## src/rtl/msr_pkg.sv

```systemverilog
// ============================================================================
// msr_pkg
// Shared constants, transaction types and geometry types of the block.
// ============================================================================
`default_nettype none

package msr_pkg;

    localparam int MAX_DIM   = 16;
    localparam int IDX_W     = $clog2(MAX_DIM);
    localparam int ADDR_W    = 2 * IDX_W;
    localparam int DATA_W    = 32;
    localparam int DIM_W     = $clog2(MAX_DIM + 1);
    localparam int CNT_W     = $clog2(4 * MAX_DIM - 4 + 1);
    localparam int P_W       = CNT_W + 1;
    localparam int AMT_W     = 16;
    localparam int SHELL_W   = 4;
    localparam int CFG_IDX_W = 2;
    localparam int CFG_W     = AMT_W;

    localparam logic OP_WRITE = 1'b0;
    localparam logic OP_READ  = 1'b1;

    typedef enum logic [CFG_IDX_W-1:0] {
        REG_ROW_COUNT     = 2'd0,
        REG_COL_COUNT     = 2'd1,
        REG_SHELL_NUMBER  = 2'd2,
        REG_ROTATE_AMOUNT = 2'd3
    } cfg_reg_t;

    typedef struct packed {
        logic                     opcode;
        logic [IDX_W-1:0]         row_index;
        logic [IDX_W-1:0]         col_index;
        logic signed [DATA_W-1:0] element_value;
    } msr_in_t;

    typedef struct packed {
        logic signed [DATA_W-1:0] read_value;
        logic                     on_ring;
    } msr_out_t;

    // Ring geometry derived from the configuration registers.
    typedef struct packed {
        logic             valid;
        logic [DIM_W-1:0] k;
        logic [DIM_W-1:0] hr;
        logic [DIM_W-1:0] hc;
        logic [DIM_W-1:0] h;
        logic [DIM_W-1:0] w;
        logic [DIM_W-1:0] n;
        logic [DIM_W-1:0] m;
        logic [CNT_W-1:0] cnt;
    } geom_t;

endpackage

`default_nettype wire

```

## src/rtl/msr_geom.sv

```systemverilog
// ============================================================================
// msr_geom
// Derives the selected ring's corners, sides and length from the registers.
// ============================================================================
`default_nettype none

module msr_geom
    import msr_pkg::*;
(
    input  wire logic [DIM_W-1:0]   row_count,
    input  wire logic [DIM_W-1:0]   col_count,
    input  wire logic [SHELL_W-1:0] shell_number,
    output geom_t                   geom
);

    logic [DIM_W-1:0] n;
    logic [DIM_W-1:0] m;
    logic [DIM_W-1:0] k;
    logic [DIM_W:0]   span;
    logic [DIM_W-1:0] h;
    logic [DIM_W-1:0] w;
    logic [P_W-1:0]   ring_len;

    always_comb
    begin
        if (row_count == '0)
            n = DIM_W'(1);
        else if (row_count > DIM_W'(MAX_DIM))
            n = DIM_W'(MAX_DIM);
        else
            n = row_count;

        if (col_count == '0)
            m = DIM_W'(1);
        else if (col_count > DIM_W'(MAX_DIM))
            m = DIM_W'(MAX_DIM);
        else
            m = col_count;

        k        = DIM_W'(shell_number) - DIM_W'(1);
        span     = {k, 1'b1};
        h        = n - {k[DIM_W-2:0], 1'b0};
        w        = m - {k[DIM_W-2:0], 1'b0};
        ring_len = P_W'({h, 1'b0}) + P_W'({w, 1'b0}) - P_W'(4);

        geom.valid = (shell_number != '0) && (span <= {1'b0, n}) && (span <= {1'b0, m});
        geom.k     = k;
        geom.hr    = n - k - DIM_W'(1);
        geom.hc    = m - k - DIM_W'(1);
        geom.h     = h;
        geom.w     = w;
        geom.n     = n;
        geom.m     = m;

        // A ring one row high or one column wide holds each element once.
        if (h == DIM_W'(1))
            geom.cnt = CNT_W'(w);
        else if (w == DIM_W'(1))
            geom.cnt = CNT_W'(h);
        else
            geom.cnt = ring_len[CNT_W-1:0];
    end

endmodule

`default_nettype wire

```

## config.mk

```make
export PLATFORM = sky130hd
export DESIGN_NAME = msr_geom
export DESIGN_NICKNAME = d
export VERILOG_FILES = /design/src/rtl/msr_pkg.sv /design/src/rtl/msr_geom.sv
export SDC_FILE = /design/constraint.sdc
export NUM_CORES = 1
export LEC_CHECK = 0
export ABC_CLOCK_PERIOD_IN_PS = 6800
export BUFFER_PORTS_ARGS = -buffer_cell sky130_fd_sc_hd__buf_2
export CELL_PAD_IN_SITES_DETAIL_PLACEMENT = 1
export CELL_PAD_IN_SITES_GLOBAL_PLACEMENT = 1
export CORE_MARGIN = 2
export CORE_UTILIZATION = 35
export DETAILED_ROUTE_END_ITERATION = 10
export GPL_ROUTABILITY_DRIVEN = 0
export PLACE_DENSITY_LB_ADDON = 0.12
export SYNTH_ARGS = -nofsm -noshare
export SYNTH_HDL_FRONTEND = slang
export SYNTH_SLANG_ARGS = --single-unit
```

## constraint.sdc

```tcl
create_clock -name vclk -period 6.8
set_clock_uncertainty 0.2 [all_clocks]
set_input_delay 1.36 -clock vclk [all_inputs]
set_output_delay 1.36 -clock vclk [all_outputs]
set_load 0.1 [all_outputs]
```

==> key figures <==
Detailed routing
  – DRT iter0 DRCs: 16
  – WL final: roughly 3.8 mm
  – Via density: roughly 5.0
  – Residual DRC: 0
  – Wirelength per Cell: 15.0 um
  – Pre-antenna DRT Iters: 3
  – Post-route ant nets: 0
  – Routed vias: between 1000 and 1500

Cells and area
  – Antenna diodes: 0
  – Commonest non-fill, non-tap cell in the layout: buf_2
  – Sequential cell count: 0
  – Most frequent cells in the layout: buf_2 (55), ha_1 (27), inv_1 (26), nand2_1 (8), xnor2_1 (8)
  – Clock Buffer Count: 0
  – Fin cells: 251
  – Area Overhead vs Synth: 44.8%
  – Ratio of cells with drive above 1 in the final layout: 0.420
  – Fin util: 0.526
  – Reg area: 0 um2
  – Final nets: around 260

Timing
  – Slew at the pin with the worst max-slew slack: between 0.4 and 0.5 ns
  – Final min period: 6.43 ns
  – Final WS setup: 0.367 ns
  – Post-Route Setup TNS: 0 ns
  – Slew HR: 0.679
  – Hold Vio Cnt, Final: 0
  – Final Slew Violations: 0
  – Max frequency: around 160 MHz
  – RSZ-0062 raised after global routing: false
  – Fin crit share: 0.946
  – Final setup fails: 0

Worst setup path
  – Worst setup SP type: input port
  – Worst EP arrival: roughly 4.9 ns
  – Beginning of the critical path: shell_number[0]
  – Crit. End Element: output pin
  – CP Capture Point: geom[5]
  – WS Path Type: in2out
  – CP required: approximately 5.2 ns
  – CP Max Fanout: 9

Floorplan
  – Initial Util: 0.363
  – Chip height: 62.8 um
  – Area of the core: 3340 um2
  – Die W: 62.8 um
  – Die ar.: slightly below 4000 um2
  – Boundary Pins: 56
  – FP Rows: 21

Clocking
  – Postcts setup bufs: 0
  – Resize count post-CTS: 0
  – Hold-fix buffers, CTS: 0

Job
  – Max_cap viols: 0

Logic synthesis
  – Post-synth top area share: 0.320
  – Mapped Area: 1210 um2
  – Synth warn: 0
  – Leading area contributor after synthesis: ha_1
  – Register area share after synthesis: 0
  – Mean Syn Cell Area: between 8 and 9 um2
  – Synth top area cells: ha_1 (32%), inv_1 (9.0%), fa_1 (8.3%)
  – Synthesized Nets: 201
  – Synthesized netlist cell count: about 150
  – Count of cell types in the netlist: 35

Power
  – Pint: around 0.00018 W
  – Sequential Power Share: 0
  – NetSw: roughly 0.00052 W
  – Total power: a little over 0.0007 W
  – Combinational Power Share: 1.000
  – Peak VDD IR: between 0.15 and 0.2 mV
  – Clock Power Share: 0
  – Sw frac: 0.739
  – P per Cell Area: around 400 nW/um2
  – Leak Pwr: roughly 0.94 nW

Status
  – Outcome: complete, no violations

Global route
  – First-pass GRT wire length: 6.38 mm
  – Overflow after GRT: 0
  – All-Layer GR Usage: 0.193
  – Vias in the first global route: around 1400
  – Pin count of the biggest net entering global routing: 10
  – Antenna violations before repair: 0

Place
  – DP HPWL: ~3.4 mm
  – Dpl cells: around 250
  – Dpl ws: about 0.38 ns
  – Number of port buffers: 56

Min path
  – HP Class: in2out
-- metrics by stage --
step	hold WS [ns]	area, um2
after global placement	2.92	1750
final	2.92	1750
after global routing	2.93	1750
after floorplan	2.72	1410
after CTS	2.92	1750
after detailed placement	2.92	1750
-- metal layers --
| layer | wire length, um | GRT usage |
|---|---|---|
| met1 | 1590 | 0.220 |
| met2 | 2030 | 0.405 |
| met3 | 111 | 0.00541 |
| met4 | 19 | 0.0111 |
| met5 | 0 | 0 |
-- critical path, cell delays in order --
cell and delay [ns]:
buf_2 0.19, clkinvlp_4 0.19, ha_1 0.52, fa_2 0.65, inv_1 0.09, ha_1 0.34, inv_1 0.06, ha_1 0.29
nand3_2 0.09, a21oi_1 0.27, o21ai_0 0.16, mux2_4 0.31, mux2i_4 0.17, buf_12 0.20
-- power by group through the flow --
stage	clock network, W	logic, W	registers, W
detailed placement	0	0.000707	0
global route	0	0.000737	0
floorplan	0	0.000594	0
CTS	0	0.000709	0
global placement	0	0.000692	0
finish	0	0.000704	0
-- synth_stat cells, drive strengths merged (3+ instances only) --
library cell  number
nor2b              3
o21ai              4
xor2               6
xnor2              8
ha                31
o21a               6
a21o               6
nor3               3
fa                 5
a21oi              8
nand2              8
mux2i              6
inv               29
-- layout make-up --
type / count / area [um2]
inverter: 29 / 113
timing repair buffer: 58 / 310
fill: 437 / 1580
tap: 46 / 57.6
multi-input combinational: 118 / 1270
-- worst min-delay path by stage --
| stage | start | end | cells after the start |
|---|---|---|---|
| after floorplan | shell_number[2] | geom[40] | 1 |
| after global placement | row_count[4] | geom[15] | 2 |
| after detailed placement | row_count[4] | geom[15] | 2 |
| after CTS | row_count[4] | geom[15] | 2 |
| after global routing | row_count[4] | geom[15] | 2 |
| final | row_count[4] | geom[15] | 2 |
-- logic make-up after synthesis --
logic type               count (synthesis)  share of synthesized area
AO/OA/AOI/OAI                           33                      0.195
buffers and inverters                   33                      0.108
adder cells (fa/ha/maj)                 36                      0.403
multiplexers                             8                     0.0682
XOR/XNOR                                14                      0.101
AND/OR/NAND/NOR                         27                      0.124
No activity file was read; power rests on OpenSTA's default activity.
