### src/rtl/msr_pkg.sv
// ============================================================================
// msr_pkg
// Shared constants, transaction types and geometry types of the block.
// ============================================================================
`default_nettype none

package msr_pkg;

    localparam int MAX_DIM   = 16;
    localparam int IDX_W     = $clog2(MAX_DIM);
    localparam int ADDR_W    = 2 * IDX_W;
    localparam int DATA_W    = 32;
    localparam int DIM_W     = $clog2(MAX_DIM + 1);
    localparam int CNT_W     = $clog2(4 * MAX_DIM - 4 + 1);
    localparam int P_W       = CNT_W + 1;
    localparam int AMT_W     = 16;
    localparam int SHELL_W   = 4;
    localparam int CFG_IDX_W = 2;
    localparam int CFG_W     = AMT_W;

    localparam logic OP_WRITE = 1'b0;
    localparam logic OP_READ  = 1'b1;

    typedef enum logic [CFG_IDX_W-1:0] {
        REG_ROW_COUNT     = 2'd0,
        REG_COL_COUNT     = 2'd1,
        REG_SHELL_NUMBER  = 2'd2,
        REG_ROTATE_AMOUNT = 2'd3
    } cfg_reg_t;

    typedef struct packed {
        logic                     opcode;
        logic [IDX_W-1:0]         row_index;
        logic [IDX_W-1:0]         col_index;
        logic signed [DATA_W-1:0] element_value;
    } msr_in_t;

    typedef struct packed {
        logic signed [DATA_W-1:0] read_value;
        logic                     on_ring;
    } msr_out_t;

    // Ring geometry derived from the configuration registers.
    typedef struct packed {
        logic             valid;
        logic [DIM_W-1:0] k;
        logic [DIM_W-1:0] hr;
        logic [DIM_W-1:0] hc;
        logic [DIM_W-1:0] h;
        logic [DIM_W-1:0] w;
        logic [DIM_W-1:0] n;
        logic [DIM_W-1:0] m;
        logic [CNT_W-1:0] cnt;
    } geom_t;

endpackage

`default_nettype wire

### src/rtl/msr_modu.sv
// ============================================================================
// msr_modu
// Bit-serial remainder unit: reduces the signed rotation by the ring length.
// ============================================================================
`default_nettype none

module msr_modu
    import msr_pkg::*;
(
    input  wire logic                    clk,
    input  wire logic                    rst_n,
    input  wire logic                    load,
    input  wire logic signed [AMT_W-1:0] amount,
    input  wire logic [CNT_W-1:0]        cnt,
    output logic                         busy,
    output logic [CNT_W-1:0]             rm
);

    localparam int STEP_W = $clog2(AMT_W);

    typedef enum logic [1:0] {
        P_IDLE,
        P_LOAD,
        P_RUN,
        P_FIX
    } phase_t;

    phase_t             phase_reg;
    logic [STEP_W-1:0]  step_reg;
    logic [AMT_W-1:0]   mag_reg;
    logic               neg_reg;
    logic [CNT_W-1:0]   rem_reg;
    logic [CNT_W-1:0]   rm_reg;
    logic [CNT_W:0]     trial;
    logic [CNT_W-1:0]   rem_next;

    // One restoring step: shift in the next dividend bit, subtract if it fits.
    always_comb
    begin
        trial = {rem_reg, mag_reg[AMT_W-1]};
        if (trial >= {1'b0, cnt})
            rem_next = CNT_W'(trial - {1'b0, cnt});
        else
            rem_next = trial[CNT_W-1:0];
    end

    always_ff @(posedge clk or negedge rst_n)
    begin
        if (!rst_n)
        begin
            phase_reg <= P_IDLE;
            rm_reg    <= '0;
            step_reg  <= '0;
        end
        else if (load)
        begin
            phase_reg <= P_LOAD;
        end
        else
        begin
            unique case (phase_reg)
                P_IDLE:
                begin
                    phase_reg <= P_IDLE;
                end
                P_LOAD:
                begin
                    neg_reg   <= amount[AMT_W-1];
                    mag_reg   <= amount[AMT_W-1] ? AMT_W'(-amount) : AMT_W'(amount);
                    rem_reg   <= '0;
                    step_reg  <= '0;
                    phase_reg <= P_RUN;
                end
                P_RUN:
                begin
                    rem_reg  <= rem_next;
                    mag_reg  <= {mag_reg[AMT_W-2:0], 1'b0};
                    step_reg <= step_reg + STEP_W'(1);
                    if (step_reg == STEP_W'(AMT_W - 1))
                        phase_reg <= P_FIX;
                end
                P_FIX:
                begin
                    // A negative remainder folds back into the ring length.
                    if (neg_reg && (rem_reg != '0))
                        rm_reg <= cnt - rem_reg;
                    else
                        rm_reg <= rem_reg;
                    phase_reg <= P_IDLE;
                end
                default:
                begin
                    phase_reg <= P_IDLE;
                end
            endcase
        end
    end

    assign busy = (phase_reg != P_IDLE);
    assign rm   = rm_reg;

endmodule

`default_nettype wire

### config.mk
export PLATFORM = sky130hd
export DESIGN_NAME = msr_modu
export DESIGN_NICKNAME = d
export VERILOG_FILES = /design/src/rtl/msr_pkg.sv /design/src/rtl/msr_modu.sv
export SDC_FILE = /design/constraint.sdc
export NUM_CORES = 1
export LEC_CHECK = 0
export BUFFER_PORTS_ARGS = -buffer_cell sky130_fd_sc_hd__buf_2
export CAP_MARGIN = 10
export CORE_MARGIN = 10
export CORE_UTILIZATION = 60
export DETAILED_ROUTE_END_ITERATION = 7
export PLACE_DENSITY = 0.85
export REMOVE_ABC_BUFFERS = 1
export SLEW_MARGIN = 10
export SYNTH_ARGS = -nofsm -noshare
export SYNTH_HDL_FRONTEND = slang
export SYNTH_SLANG_ARGS = --single-unit
### constraint.sdc
create_clock -name clk -period 3.5 [get_ports clk]
set_clock_uncertainty 0.1 [all_clocks]
set_input_delay 0.7 -clock clk [delete_from_list [all_inputs] [get_ports clk]]
set_output_delay 0.7 -clock clk [all_outputs]
set_load 0.005 [all_outputs]
==> qor.txt, run 1 <==
commonest non-fill, non-tap cell in the layout -> nand2_1
Pint -> 805.9 uW
Logic pwr share -> 0.242
number of synthesized flops with an enable pin -> 23
Post-synth ARST share -> 0.3429
Clock Tree Buf Depth -> 2
H-tree depth -> 2
Yosys cell types -> 40
cts repair resizes -> 0
nets@finish -> 331
Max Clk Rate -> 382.9 MHz
CP max FO -> 4
HP Class -> primary input to async pin
P_leak -> 1.196 nW
CTS Buf Count -> 5
post-route ant nets -> 0
highest-delay cell along the critical path -> or3b_2
Slew @ Worst Pin -> 0.7379 ns
fillers -> 316
clock latency on the worst-skew pair -> 0.30 ns
sequential power share -> 0.466
# IOs -> 32
sequential cell area -> 991.0 sq um
vias -> 1869
die height -> 82.96 um
RSZ-0062 raised after global routing -> no
diode count -> 0
wire per inst -> 13.95 um
minimum clock period -> 2.612 ns
kind of critical path -> primary input to flop
ys flop type -> edfxtp_1
hold slack -> 0.1797 ns
final core utilization -> 0.7152
largest net degree at the start of global routing -> 30
area of the multi-input gates -> 1267 sq um
commonest cells after routing, fill and taps aside -> 43 x nand2_1, 31 x buf_2, 28 x o21ai_0, 23 x inv_1, 23 x edfxtp_1
CP Buf/Inv Count -> 2
post-synth top area share -> 0.2904
Seq/Total Area, Yosys -> 0.4166
IO buf count -> 31
non-filler cells, final -> 335
vias in the first global route -> 1926
adder-cell share of the synthesized area -> 0.1115
first-pass GRT wire length -> 8.466 mm
Worst EP arrival -> 2.53 ns
DR iter-0 viols -> 86
Site Rows -> 22
Die Wd -> 82.96 um
CTS Sinks -> 35
largest family of logic cells by synthesized area -> compound AO/OA/AOI/OAI gates
TritonCTS clock tree -> built
multiplexer share of the synthesized area -> 0.03419
WL final -> 4.673 mm
synthesized area -> 2379 sq um
Final Hold Vio Count -> 0
Tcrit/Tclk final -> 0.7463
VDD IR max -> 269.2 uV
setup tns final -> 0 ns
max-slew violation count -> 0
Pwr Density -> 425.0 nW/um^2
critical path's largest stage delay -> 0.46 ns
outcome -> completed
startpoint types -> primary input
Mapped Cells -> 255
total track usage -> 0.1423
Seq cells post-synth -> 35
max-cap viol count -> 0
Psw -> 332.1 uW
Largest delay share family, worst path -> compound AO/OA/AOI/OAI gates
synth warn -> 0
share of cells above drive strength 1 -> 0.1638
GR Overflow Total -> 0
Via-to-Cell Ratio -> 5.579
die area -> 6882 sq um
clock network power share -> 0.292
max FFs per register -> 16
Rel. slew slack -> 0.5081
Post-Syn Area per Cell -> 9.328 sq um
WP data required -> 3.42 ns
DR pass1 iterations -> 4
post-synth top area cell -> edfxtp_1
GP Congestion -> 0.8793
core box area -> 3744 sq um
Setup Viol. Count Final -> 0
Cells after DPL -> 327
HPWL Detailed -> 3.546 mm
simple logic cell fraction of the synthesized area -> 0.1578
Layout Area Growth over Synthesis -> 12.57%
Synth Area in Compound Gates -> 0.1594
switch share -> 0.2918
post-synthesis xor/xnor area fraction -> 0.06996
top cells by area, synth -> edfxtp_1 29%, dfrtp_1 13%, ha_1 9.5%
Worst Setup End Kind -> flop
# DRC -> 0
number of antenna violations at the first check in global routing -> 0
cells along the critical path -> buf_2 -> inv_1 -> ha_1 -> or3b_2 -> o31ai_1 -> nand2_1 -> a21oi_1 -> xor2_1 -> o21ai_0
clk slew on worst S/H paths -> 0.08 ns
postcts setup bufs -> 0
CTS root buf -> clkbuf_8
# hold bufs at CTS -> 0
Initial Util -> 0.6354
==> per-layer routing <==
layer,GRT usage,part of all wire,vias to the layer above
met2,0.2249,0.46,47
met5,0,0,-
met1,0.1733,0.46,861
met3,0.04980,0.062,9
li1,-,-,952
met4,0.05385,0.018,0
==> cell usage after synthesis, types with 2 or more instances <==
cell type	number
clkbuf_1	9
a22o_1	2
a211oi_1	2
o31a_1	3
nand2b_1	6
edfxtp_1	23
xor2_1	11
or4_1	3
nand3_1	6
nor2b_1	4
nor2_1	9
dfrtp_1	12
fa_1	2
inv_1	23
o31ai_1	3
a21oi_1	10
o21ai_0	28
mux2i_1	7
xnor2_1	8
nand2_1	43
nor3_1	2
ha_1	18
a21o_1	4
==> cell type report <==
class,instances,share of cell area
Clock buffer,7,0.03598
Clock inverter,1,0.002336
Inverter,23,0.03224
Multi-Input combinational cell,188,0.4734
Sequential cell,35,0.3701
Tap cell,48,0.02243
Timing Repair Buffer,33,0.06355
==> path summary, 6_finish.rpt <==
path / startpoint / end / slack [ns] / cells after the start
setup reg to reg: rem_reg[1] / rem_reg[5] / 1.21 / 7
hold / removal: rst_n / rm[4] / 0.18 / 1
min in group clk: rm[0] / rm[0] / 0.38 / 2
hold reg to reg: rm[0] / rm[0] / 0.38 / 2
max in group asynchronous: rst_n / step_reg[2] / 2.88 / 1
setup / recovery: amount[0] / mag_reg[14] / 0.89 / 9
==> power by group through the flow <==
stage / Sequential, mW / Clock, mW / Combinational [mW]
5_1_grt: 0.538 / 0.357 / 0.320
4_1_cts: 0.531 / 0.338 / 0.279
3_3_place_gp: 0.538 / 0 / 0.268
2_1_floorplan: 0.540 / 0 / 0.172
3_5_place_dp: 0.540 / 0 / 0.277
6_report: 0.531 / 0.332 / 0.275
==> metrics by stage <==
stage          power [mW]  setup WS [ns]  cell area [sq um]
2_1_floorplan      0.7121         0.8635               2345
3_3_place_gp       0.8054         0.6505               2575
3_5_place_dp       0.8174         0.5652               2575
4_1_cts             1.149         0.8798               2678
5_1_grt             1.215         0.7097               2678
6_report            1.138         0.8881               2678
==> worst reg2reg max path, delay by kind of cell (launching register included) <==
family,cells,cell delay (ns)
AO/OA/AOI/OAI,4,0.92
flip-flops,1,0.48
adder cells (fa/ha/maj),1,0.38
AND/OR/NAND/NOR,2,0.19
==> cells by family (layout without fill, tap and decap cells) <==
family | count (synthesis) | in the layout
simple gates | 80 | 80
mux | 8 | 8
fa+ha+maj | 20 | 20
buf+inv | 32 | 64
xor+xnor | 19 | 19
compound gates | 61 | 61
flops | 35 | 35
Note: power is estimated with default switching activity, not from simulation.
==> run 2: changes to the inputs <==
--- a/config.mk
+++ b/config.mk
@@ -5,12 +5,13 @@
 export SDC_FILE = /design/constraint.sdc
 export NUM_CORES = 1
 export LEC_CHECK = 0
+export ABC_AREA = 1
 export BUFFER_PORTS_ARGS = -buffer_cell sky130_fd_sc_hd__buf_2
 export CAP_MARGIN = 10
 export CORE_MARGIN = 10
-export CORE_UTILIZATION = 60
+export CORE_UTILIZATION = 53
 export DETAILED_ROUTE_END_ITERATION = 7
-export PLACE_DENSITY = 0.85
+export PLACE_DENSITY = 0.79
 export REMOVE_ABC_BUFFERS = 1
 export SLEW_MARGIN = 10
 export SYNTH_ARGS = -nofsm -noshare
==> constraint.sdc (replaced) <==
create_clock -name clk -period 2.4 [get_ports clk]
set_clock_uncertainty 0.1 [all_clocks]
set_input_delay 0.48 -clock clk [delete_from_list [all_inputs] [get_ports clk]]
set_output_delay 0.48 -clock clk [all_outputs]
set_load 0.005 [all_outputs]
==> run 2 against run 1 <==
Wire length is 14% higher. Sequential power is 68% higher. Sequential share of layout area is 2.2 points lower. Global-route usage is 0.26 points higher. Synthesized area is 6.9% higher. Die area is 16% higher. Core utilization is 11 points lower. Via count is 18% higher. Worst setup slack worse by 0.43 ns. Clock power is 32% higher. Synthesized cell count is 33% higher. Cell area is 6.4% higher.
==> qor.txt, run 2 <==
die area -> 7967 sq um (+16%)
Die Wd -> 89.26 um (+7.6%)
Post-Syn Area per Cell -> 7.500 sq um (-20%)
Rel. slew slack -> 0.6676 (+0.1595)
Final Hold Vio Count -> 0 (unchanged)
kind of critical path -> flop to flop
startpoint types -> flop
Synth top cells by count -> 87 x nand2_1, 48 x inv_1, 46 x nor2_1
Critical Path Source -> rem_reg[0]
Pwr Density -> 747.9 nW/um^2 (+76%)
Seq cells post-synth -> 35 (unchanged)
number of synthesized flops with an enable pin -> 23 (unchanged)
Yosys cell types -> 30 (-25%)
vias -> 2208 (+18%)
Site Rows -> 25 (+14%)
Mapped Cells -> 339 (+33%)
RSZ-0062 raised after global routing -> no
outcome -> completed
clock latency on the worst-skew pair -> 0.29 ns (about the same)
Clock Tree Buf Depth -> 2 (unchanged)
hold slack -> 0.02526 ns (-0.1545 ns)
die height -> 89.26 um (+7.6%)
total power -> 2.130 mW (+87%)
IO buf count -> 31 (unchanged)
routed wl met3 -> 373 um (+30%)
Tcrit/Tclk final -> 0.8074
wire per inst -> 12.41 um (-11%)
first-pass GRT wire length -> 9.190 mm (+8.6%)
DR pass1 iterations -> 4 (unchanged)
clk slew on worst S/H paths -> 0.07 ns (about the same)
DR iter-0 viols -> 140 (+63%)
placed inst area -> 2756 sq um (+7.0%)
highest routed layer -> met4
setup tns final -> 0 ns (unchanged)
reg-to-reg critical path startpoint -> rem_reg[0]
Worst setup endpoint -> rem_reg[4]
Worst Setup End Kind -> flop
HPWL Detailed -> 4.167 mm (+17%)
M1 WL -> 2.514 mm (+18%)
number of antenna violations at the first check in global routing -> 0 (unchanged)
TritonCTS clock tree -> built
Worst EP arrival -> 1.88 ns (-0.65 ns)
post-synth top area share -> 0.2717 (-0.01872)
largest net degree at the start of global routing -> 26 (-13%)
final instance area -> 2848 sq um (+6.4%)
reg2reg end -> rem_reg[4]
share of cells above drive strength 1 -> 0.1360 (-0.02776)
Post-synth ARST share -> 0.3429 (unchanged)
diode count -> 0 (unchanged)
top cells by area, synth -> edfxtp_1 27%, nand2_1 13%, dfrtp_1 12%
CTS root buf -> clkbuf_8
# hold bufs at CTS -> 0 (unchanged)
HP Class -> primary input to async pin
VDD IR max -> 398.9 uV (+48%)
total track usage -> 0.1449 (+0.002609)
H-tree depth -> 2 (unchanged)
nets@finish -> 419 (+27%)
GR Overflow Total -> 0 (unchanged)
Via-to-Cell Ratio -> 5.147 (-7.7%)
P_leak -> 1.438 nW (+20%)
commonest cells after routing, fill and taps aside -> 87 x nand2_1, 48 x inv_1, 46 x nor2_1, 31 x nand3_1, 31 x buf_2
ys flop type -> edfxtp_1
# DRC -> 0 (unchanged)
Initial Util -> 0.5419 (-0.09349)
max-slew violation count -> 0 (unchanged)
CTS Buf Count -> 5 (unchanged)
Max Clk Rate -> 516.0 MHz
R2R setup slack -> 0.46 ns (-0.75 ns)
post-route ant nets -> 0 (unchanged)
Seq/Total Area, Yosys -> 0.3898 (-0.02686)
Slew @ Worst Pin -> 0.4955 ns (-0.2424 ns)
WL final -> 5.324 mm (+14%)
commonest non-fill, non-tap cell in the layout -> nand2_1
post-synth top area cell -> edfxtp_1
synthesized area -> 2542 sq um (+6.9%)
core box area -> 4692 sq um (+25%)
Setup Viol. Count Final -> 0 (unchanged)
WP data required -> 2.34 ns (-1.08 ns)
Cells after DPL -> 421 (+29%)
GP Congestion -> 1.006 (+14%)
Layout Area Growth over Synthesis -> 12.01%
vias in the first global route -> 2181 (+13%)
Reg2Reg Depth -> 7 (unchanged)
top-count cell post-synth -> nand2_1
max FFs per register -> 16 (unchanged)
minimum clock period -> 1.938 ns
max-cap viol count -> 0 (unchanged)
CP max FO -> 5 (+1)
# IOs -> 32 (unchanged)
metal2 WL -> 2.376 mm (+10%)
postcts setup bufs -> 0 (unchanged)
fillers -> 424 (+34%)
non-filler cells, final -> 429 (+28%)
synth warn -> 0 (unchanged)
cts repair resizes -> 0 (unchanged)
CTS Sinks -> 35 (unchanged)
run 2: logic make-up (layout without fill, tap and decap cells):
family,after synthesis,after routing,synth area share
fa+ha+maj,20,20,0.1043
simple gates,178,178,0.2948
compound gates,37,37,0.07923
flops,35,35,0.3898
buf+inv,57,93,0.08760
xor+xnor,12,12,0.04430
run 2: critical path: stages (launching register included):
cell	delay, ns
edfxtp_1	0.45
inv_1	0.12
fa_1	0.44
or2_1	0.25
nand3_1	0.12
xor2_2	0.08
nor2_1	0.09
nor2_1	0.04
run 2: worst min-delay path by stage:
stage,from,end,slack [ns],cells after the start
2_1_floorplan,rst_n,phase_reg[0],0.08,0
3_3_place_gp,rst_n,rm[5],0.33,2
3_5_place_dp,rst_n,rm[0],0.34,2
4_1_cts,rst_n,phase_reg[1],0.02,2
5_1_grt,rst_n,phase_reg[1],0.03,2
6_report,rst_n,rm[0],0.03,2
run 2: metal layers:
layer,track usage,vias up
li1,-,1161
met1,0.1765,973
met5,0,-
met2,0.2455,67
met3,0.03191,7
met4,0.05058,0
run 2: power by group:
| group | switching, mW | total (mW) | internal (mW) |
|---|---|---|---|
| Clock | 0.208 | 0.439 | 0.231 |
| Sequential | 0.0740 | 0.894 | 0.820 |
| Combinational | 0.498 | 0.797 | 0.300 |
| Total | 0.779 | 2.13 | 1.35 |
run 2: layout make-up:
cell class              instances  area [sq um]  area share
multi-input cells             247          1329      0.4666
flip-flops and latches         35         991.0      0.3480
inverters                      51         191.4     0.06722
repair buffers                 34         177.7     0.06239
clock buffers                   7         86.33     0.03032
well taps                      54         67.56     0.02373
clock inverters                 1         5.005    0.001757
run 2: per-stage QoR:
step,worst slack (ns),util
2_1_floorplan,0.1655,-
3_3_place_gp,0.3097,0.5875
3_5_place_dp,0.2831,0.5875
4_1_cts,0.4494,0.6069
5_1_grt,0.3190,0.6069
6_report,0.4622,0.6069
==> run 3: changes to the inputs <==
==> constraint.sdc (replaced) <==
create_clock -name clk -period 1.7 [get_ports clk]
set_clock_uncertainty 0.1 [all_clocks]
set_input_delay 0.34 -clock clk [delete_from_list [all_inputs] [get_ports clk]]
set_output_delay 0.34 -clock clk [all_outputs]
set_load 0.005 [all_outputs]
==> run 3 against run 2 <==
The run now ends with setup timing left. Power rose by 60%. Register-to-register slack worse by 0.57 ns. Clock power increased by 31%. Die area unchanged. Maximum frequency is 7.5% higher. Via count rose by 11%. Wire length grew 20%. Sequential power up 42%. First-iteration DRC count shrank 16%. Critical endpoint is now rem_reg[5]. Largest power group is now combinational logic.
==> qor.txt, run 3 (synthesis results as in run 2) <==
outcome -> finished, violations left
failing checks -> setup timing
H-tree depth -> 2 (unchanged)
max FFs per register -> 16 (unchanged)
VDD IR max -> 505.1 uV (+27%)
highest-delay cell along the critical path -> edfxtp_1
DR iter-0 viols -> 118 (-16%)
total track usage -> 0.1668 (+0.02184)
Final Hold Vio Count -> 0 (unchanged)
first-pass GRT wire length -> 10.54 mm (+15%)
wire per inst -> 13.46 um (+8.4%)
# IOs -> 32 (unchanged)
Worst Setup End Kind -> flop
die area -> 7967 sq um (unchanged)
hold path startpoint -> load
pre-CTS setup slack -> -0.2558 ns (-0.5388 ns)
commonest cells after routing, fill and taps aside -> 85 x nand2_1, 42 x nor2_1, 42 x buf_4, 39 x inv_1, 31 x buf_2
RSZ-0062 raised after global routing -> yes
Rel. slew slack -> 0.8012 (+0.1336)
largest net degree at the start of global routing -> 23 (-12%)
CTS root buf -> clkbuf_8
setup tns final -> -0.5416 ns (-0.5416 ns)
DR pass1 iterations -> 4 (unchanged)
Reg2Reg Depth -> 10 (+3)
Max Clk Rate -> 554.5 MHz (+7.5%)
Hold Path Sink -> neg_reg
critical path's largest stage delay -> 0.45 ns (about the same)
R2R setup slack -> -0.10 ns (-0.57 ns)
core box area -> 4692 sq um (unchanged)
# DRC -> 0 (unchanged)
fillers -> 355 (-16%)
reg-to-reg critical path startpoint -> rem_reg[0]
worst setup margin -> -0.1033 ns (-0.5655 ns)
kind of critical path -> flop to flop
Via-to-Cell Ratio -> 5.173 (+0.51%)
TritonCTS clock tree -> built
number of antenna violations at the first check in global routing -> 0 (unchanged)
P_leak -> 1.655 nW (+15%)
Clock Tree Buf Depth -> 2 (unchanged)
max-cap viol count -> 0 (unchanged)
cells along the critical path -> ha_1 -> nand3_1 -> nand3_2 -> buf_4 -> nand2_1 -> nand2_1 -> nand2_1 -> nand2_1 -> nor2_1 -> nor2_1
HP Class -> primary input to flop
Die Wd -> 89.26 um (unchanged)
vias -> 2452 (+11%)
startpoint types -> flop
commonest non-fill, non-tap cell in the layout -> nand2_1
CP max FO -> 4 (-1)
post-route ant nets -> 0 (unchanged)
GP Congestion -> 0.8567 (-15%)
reg2reg end -> rem_reg[5]
Worst EP arrival -> 1.75 ns (-0.13 ns)
minimum clock period -> 1.803 ns (-0.1345 ns)
clock latency on the worst-skew pair -> 0.28 ns (about the same)
worst hold path depth -> 2
Setup Viol. Count Final -> 7 (+7)
max-slew violation count -> 0 (unchanged)
Layout Area Growth over Synthesis -> 32.63%
vias in the first global route -> 2450 (+12%)
nets@finish -> 464 (+11%)
Crit path top cell by count -> nand2_1
CTS Sinks -> 35 (unchanged)
WL final -> 6.379 mm (+20%)
die height -> 89.26 um (unchanged)
HPWL Detailed -> 4.523 mm (+8.5%)
IO buf count -> 31 (unchanged)
diode count -> 0 (unchanged)
share of cells above drive strength 1 -> 0.3024 (+0.1664)
total power -> 3.418 mW (+60%)
Pwr Density -> 1014 nW/um^2 (+36%)
Tcrit/Tclk final -> 1.061 (+0.2533)
WP data required -> 1.64 ns (-0.70 ns)
GR Overflow Total -> 0 (unchanged)
clk slew on worst S/H paths -> 0.06 ns (about the same)
Site Rows -> 25 (unchanged)
CTS Buf Count -> 5 (unchanged)
Initial Util -> 0.5419 (unchanged)
Slew @ Worst Pin -> 0.2951 ns (-0.2004 ns)
## run 3: cell count changes in the layout (fill, tap and decap cells not counted), sizes merged
cell	change
dlygate4sd3	+1
inv	+1
clkinv	-1
buf	+44
## run 3: worst max path at each step
stage,from,to,depth (start not counted)
after global placement,cnt[0],rem_reg[4],8
after CTS,rem_reg[0],rem_reg[5],10
after floorplan,phase_reg[0],mag_reg[0],4
after global routing,rem_reg[0],rem_reg[5],10
final,rem_reg[0],rem_reg[5],10
after detailed placement,rem_reg[0],rem_reg[4],8
## run 3: layout make-up
type	instances	area, sq um	share of cell area
multi-input cells	247	1479	0.4386
well taps	54	67.56	0.02004
inverters	51	198.9	0.05900
flip-flops and latches	35	991.0	0.2939
repair buffers	79	554.3	0.1644
clock buffers	7	76.32	0.02263
clock inverters	1	5.005	0.001484
## run 3: per-stage QoR
stage	hold WS (ns)	std cells	util	cell area [sq um]
floorplan	-0.05559	333	-	2511
global placement	0.1934	454	0.6456	3029
detailed placement	0.1907	454	0.6456	3029
CTS	0.2310	467	0.6872	3224
global route	0.2803	474	0.7187	3372
finish	0.2870	474	0.7187	3372
## run 3: what timing repair did
action / 4_1_cts / 5_1_grt
pin swaps: 9 / 7
endpoints found under the hold margin: 12 / 0
buffers inserted: 4 / 7
resized for setup: 15 / 27
hold buffers: 1 / 0
endpoints found under the setup margin: 9 / 22
cloned: 0 / 0
## run 3: power breakdown
group          switching, mW  internal, mW
sequential             0.108          1.16
clock                  0.289         0.287
combinational          0.865         0.711
## run 3: per-layer routing
layer / vias to the layer above / routed length, um / part of all wire / track usage
met4: 0 / 118 / 0.018 / 0.05202
met5: - / 0 / 0 / 0
met2: 69 / 3029 / 0.47 / 0.2812
met1: 1116 / 2895 / 0.45 / 0.2074
met3: 11 / 335 / 0.053 / 0.03555
li1: 1256 / - / - / -
## run 3: critical path, delay by kind of cell (launching register included)
kind | cells | cell delay, ns
adders and majority gates | 1 | 0.32
and+or+nand+nor | 8 | 0.56
buffers and inverters | 1 | 0.15
DFF | 1 | 0.45
